## src/dcp_pkg.sv

```systemverilog
// Widths, latency and pipeline context types of the constraint projection block.
`default_nettype none
package dcp_pkg;

  localparam int POS_W   = 32;              // Q16.16 position and scalar fields
  localparam int CFG_W   = 24;              // inv_dt_squared register
  localparam logic [CFG_W-1:0] CFG_RESET = 24'd3600;
  localparam int AD_W    = POS_W;           // |delta| per axis
  localparam int SQ_W    = 2 * AD_W;        // delta squared
  localparam int SUM_W   = SQ_W + 2;        // sum of three squares
  localparam int ROOT_W  = SUM_W / 2;       // distance
  localparam int ALPHA_W = POS_W + CFG_W;   // compliance * inv_dt_squared
  localparam int DEN_W   = ALPHA_W + 1;     // w_a + w_b + alpha
  localparam int ABSC_W  = ROOT_W;          // |C|
  localparam int NUM_W   = POS_W + ABSC_W;  // dividend of both divisions
  localparam int QUO_W   = ABSC_W;          // quotient of both divisions

  // accept edge to result edge
  localparam int LATENCY = 8 + ROOT_W + 2 * QUO_W;

  typedef logic signed [POS_W-1:0] pos_t;
  typedef logic [AD_W-1:0]         mag_t;

  // carried alongside the square root
  typedef struct packed {
    pos_t [2:0]       pos_a;
    pos_t [2:0]       pos_b;
    mag_t [2:0]       ad;
    logic [2:0]       dneg;
    logic [2:0]       dnz;
    logic [POS_W-1:0] wa;
    logic [POS_W-1:0] wb;
    logic             fa;
    logic             fb;
    logic [POS_W-1:0] rest;
    logic [DEN_W-1:0] denom;
    logic             wzero;
  } ctx_sq_t;

  // carried alongside the lambda division
  typedef struct packed {
    pos_t [2:0]        pos_a;
    pos_t [2:0]        pos_b;
    mag_t [2:0]        ad;
    logic [2:0]        dneg;
    logic [2:0]        dnz;
    logic              fa;
    logic              fb;
    logic              skip;
    logic              cneg;
    logic              cnz;
    logic [POS_W-1:0]  viol;
    logic [ROOT_W-1:0] span;
  } ctx_d1_t;

  // carried alongside the per-axis division
  typedef struct packed {
    pos_t [2:0]       pos_a;
    pos_t [2:0]       pos_b;
    logic [2:0]       dneg;
    logic [2:0]       dnz;
    logic             fa;
    logic             fb;
    logic             skip;
    logic             cneg;
    logic             cnz;
    logic [POS_W-1:0] viol;
  } ctx_d2_t;

endpackage
`default_nettype wire

```

## src/dcp_sqrt_pipe.sv

```systemverilog
// Pipelined integer square root, one result bit per register stage.
`default_nettype none
module dcp_sqrt_pipe #(
  parameter int ROOT_W = dcp_pkg::ROOT_W
) (
  input  logic                  clk,
  input  logic [2*ROOT_W-1:0]   rad_i,
  output logic [ROOT_W-1:0]     root_o
);

  localparam int RAD_W = 2 * ROOT_W;
  localparam int REM_W = ROOT_W + 2;

  logic [REM_W-1:0]  rem_r    [ROOT_W];
  logic [ROOT_W-1:0] root_r   [ROOT_W];
  logic [RAD_W-1:0]  rad_r    [ROOT_W];
  logic [REM_W-1:0]  rem_nxt  [ROOT_W];
  logic [ROOT_W-1:0] root_nxt [ROOT_W];
  logic [RAD_W-1:0]  rad_nxt  [ROOT_W];

  always_comb begin
    for (int s = 0; s < ROOT_W; s++) begin
      logic [REM_W-1:0]  rem_in;
      logic [ROOT_W-1:0] root_in;
      logic [RAD_W-1:0]  rad_in;
      logic [REM_W+1:0]  rem4;
      logic [REM_W+1:0]  trial;
      logic              ge;
      if (s == 0) begin
        rem_in  = '0;
        root_in = '0;
        rad_in  = rad_i;
      end else begin
        rem_in  = rem_r[s-1];
        root_in = root_r[s-1];
        rad_in  = rad_r[s-1];
      end
      // bring down the next pair of radicand bits, try root*4+1
      rem4  = {rem_in, rad_in[RAD_W-1 -: 2]};
      trial = {2'b00, root_in, 2'b01};
      ge    = (rem4 >= trial);
      rem_nxt[s]  = ge ? REM_W'(rem4 - trial) : rem4[REM_W-1:0];
      root_nxt[s] = {root_in[ROOT_W-2:0], ge};
      rad_nxt[s]  = rad_in << 2;
    end
  end

  always_ff @(posedge clk) begin
    for (int s = 0; s < ROOT_W; s++) begin
      rem_r[s]  <= rem_nxt[s];
      root_r[s] <= root_nxt[s];
      rad_r[s]  <= rad_nxt[s];
    end
  end

  assign root_o = root_r[ROOT_W-1];

endmodule
`default_nettype wire

```

## config.mk

```make
export PLATFORM = sky130hd
export DESIGN_NAME = dcp_sqrt_pipe
export DESIGN_NICKNAME = d
export VERILOG_FILES = /design/src/dcp_pkg.sv /design/src/dcp_sqrt_pipe.sv
export SDC_FILE = /design/constraint.sdc
export NUM_CORES = 2
export LEC_CHECK = 0
export BUFFER_PORTS_ARGS = -buffer_cell sky130_fd_sc_hd__buf_2
export CORE_MARGIN = 4
export CORE_UTILIZATION = 60
export CTS_CLUSTER_DIAMETER = 150
export DETAILED_ROUTE_END_ITERATION = 16
export PLACE_DENSITY_LB_ADDON = 0.15
export SLEW_MARGIN = 20
export SYNTH_ARGS = -nofsm -noshare
export SYNTH_HDL_FRONTEND = slang
export SYNTH_MEMORY_MAX_BITS = 65536
export SYNTH_SLANG_ARGS = --single-unit
```

## constraint.sdc

```tcl
create_clock -name clk -period 8.28 [get_ports clk]
set_input_delay 0.828 -clock clk [delete_from_list [all_inputs] [get_ports clk]]
set_output_delay 0.828 -clock clk [all_outputs]
set_load 0.02 [all_outputs]
```

==> flow_summary.yaml <==
clock_network:
  clkSinkCount: 2684
  clock-root-buffer: "clkbuf_16"
  cts-buffers-inserted: 278
  htreeDepth: 5
  clockBufferDepth: 4
  worst_setup_hold_path_clk_slew_ns: 0.06
  clk-insertion-delay-late_ns: 0.93
  post_cts_buffers: 0
  tritoncts: "built"
global_route:
  global_route.overflow_total: 0
  antenna_found_initial: 1
  grt_pass1_wl_um: 338000
  maximum_number_of_pins_on_one_net_before_global_route_repair: 61
  aggregate_global_route_resource_usage: 0.245
  via_count_of_the_first_global_routing_pass: 65800
sta:
  fin_worst_hold_slack_ns: 0.0740
  report.final.slew_viol_count: 0
  fmax_mhz: 233
  period_share: 0.519
  unrepaired_setup_endpoints_after_global_routing: "no"
  setup_total_negative_slack_ns: 0
  clock_skew_ns: 0.0748
  max_slew_margin: 0.295
  tightest_slew_ns: 1.06
  postLayoutSetupSlackWorst_ns: 3.99
  period_minus_slack_ns: 4.29
  report.final.setup_viol: 0
  hold_violations: 0
layout:
  flow.area_growth_from_synthesis_pct: 13.2
  fillerInstances: 12100
  finish.cell_count_without_fillers: 12200
  diodes: 0
  drive_gt1_frac: 0.0743
  number_of_nets_in_the_layout: 10500
logic_synthesis:
  synth_area_leaders: "dfxtp_1, ha_1, xnor2_1"
  yosysWarningCount: 0
  post_synth_instance_area_um2: 97400
  synth_enable_flop_cells: 0
  syn_inst: 9533
  synthArstFlopShare: 0
  synth_cell_type_count: 88
  syn_nets: 10200
  synth.largest_area_cell: "dfxtp_1"
  synth_largest_type_area_fraction: 0.552
  synth_seq_cells: 2684
  top_cell_types_by_occurrence_after_synthesis: "dfxtp_1, inv_1, nand2_1"
  avgSynthCellArea_um2: 10.2
  yosysSeqAreaShare: 0.552
  yosysMostFrequentCell: "dfxtp_1"
  synth-main-ff-cell: "dfxtp_1"
setup_path:
  cpMostUsedCell: "or3_1"
  timing.setup.critical_path_class: "flip-flop to flip-flop"
  path_delay_family: "simple AND/OR/NAND/NOR gates"
  timing.critical_path.from_type: "flip-flop"
  critical_path_arrival_ns: 5.04
  worstPathCellList: "or3_1, or2_1, or4_1, or3_1, or3_1, or3_4, nor3_4, a2111o_1, nor4_1, xor2_1"
  reg2reg_depth: 10
  cp-end-kind: "flip-flop"
  cp_max_fo: 34
  critical-path-slowest-cell: "nor3_4"
  timing.critical_path.required_ns: 9.02
  max_stage_delay_ns: 0.83
  timing.critical_path.depth: 10
  timing.critical_path.buf_inv: 0
placement:
  gpl.final_weighted_congestion: 0.928
  post-place-ws_ns: 4.09
  portBuffers: 99
  post-place-cells: 11600
  place_hpwl_um: 152000
hold_path:
  worstHoldPathType: "input port to flip-flop"
  timing.hold.worst_path_depth: 1
detailed_routing:
  drt_pass1_iterations: 5
  drt-vias-per-instance: 5.41
  postRouteWirelength_um: 210000
  post-route-drc-count: 0
  detailroute.via_count: 65800
  antenna_left: 0
  detailedRoute.firstIterationViolations: 4022
  avgRoutedWirePerCell_um: 17.2
pwr:
  maximum_vdd_drop_v: 0.000250
  finalPower_mw: 34.3
  pwr_density_cell_nw_per_um2: 311
  leakage_nw: 52.3
outcome:
  status: "complete, no violations"
floorplan:
  initial_core_util: 0.605
  rows: 147
  core_area_um2: 161000
  fp.dieH_um: 411
  die_x_um: 411
  num_io_pins: 100
  dieArea_um2: 169000
run:
  drv.max_cap_violation_count: 0
stage by stage:
| stage | cell area (um2) | util |
|---|---|---|
| 2_1_floorplan | 97400 | - |
| 3_3_place_gp | 100000 | 0.623 |
| 3_5_place_dp | 100000 | 0.623 |
| 4_1_cts | 110000 | 0.685 |
| 5_1_grt | 110000 | 0.685 |
| 6_report | 110000 | 0.685 |
routing by layer:
layer / vias up / global-route usage / routed length (um)
met5: - / 0 / 0
met2: 1435 / 0.439 / 104000
met1: 30800 / 0.302 / 89600
met4: 0 / 0.0863 / 7070
met3: 465 / 0.0343 / 9070
li1: 33100 / - / -
power breakdown:
group	internal [mW]	switching [mW]	leakage [nW]	total, mW
Combinational	2.26	2.71	25.2	4.97
Clock	7.86	4.90	4.64	12.8
Sequential	15.0	1.59	22.5	16.6
cell type report:
type,count,area (um2),area share
timing repair buffer,185,1310,0.0118
multi-input combinational,5888,40200,0.364
clock inverter,108,1570,0.0142
inverter,781,2930,0.0266
clock buffer,365,7890,0.0716
tap,2160,2700,0.0245
sequential,2684,53700,0.487
cells by family after synthesis:
family | count (synthesis) | synth area share
and+or+nand+nor | 2436 | 0.124
DFF | 2684 | 0.552
muxes | 100 | 0.0114
other | 1 | 0.0000385
buffers and inverters | 961 | 0.0371
AOI/OAI and AO/OA | 1858 | 0.119
xor gates and xnor gates | 897 | 0.0806
adders and majority gates | 596 | 0.0765
worst reg2reg max path, delay by kind of cell, from the launching register on:
family	cells	cell delay (ns)
flip-flops	1	0.33
AND/OR/NAND/NOR	8	3.20
AO/OA/AOI/OAI	1	0.45
XOR/XNOR	1	0.16
worst paths after layout:
| check | startpoint | to | slack (ns) |
|---|---|---|---|
| worst max register to register | rem_r[0][512] | rem_r[0][553] | 3.99 |
| worst max-delay path | rem_r[0][512] | rem_r[0][553] | 3.99 |
| worst min register to register | rad_r[0][1527] | rad_r[0][1593] | 0.28 |
| worst min-delay path | rad_i[21] | rad_r[0][21] | 0.07 |
sequential cells by signal (all words and copies together) (netlist names):
signal / count
rem_r: 1067
rad_r: 1056
root_r: 561
layout by cell type (no fill, tap or decap), drive strengths merged, types with 255 or more instances in the layout:
master | Yosys | routed
a21oi | 595 | 595
inv | 779 | 788
o21ai | 431 | 431
nor2 | 580 | 580
nor3 | 255 | 255
ha | 596 | 596
nand2 | 629 | 629
xnor2 | 450 | 450
dfxtp | 2684 | 2684
a21o | 263 | 263
xor2 | 447 | 447
clkbuf | 161 | 365
timing repair:
action,CTS,global route
endpoints found under the setup margin,0,0
hold buffers,63,0
resized for setup,0,0
endpoints found under the hold margin,63,0
Power figures use the tool's default switching activity.
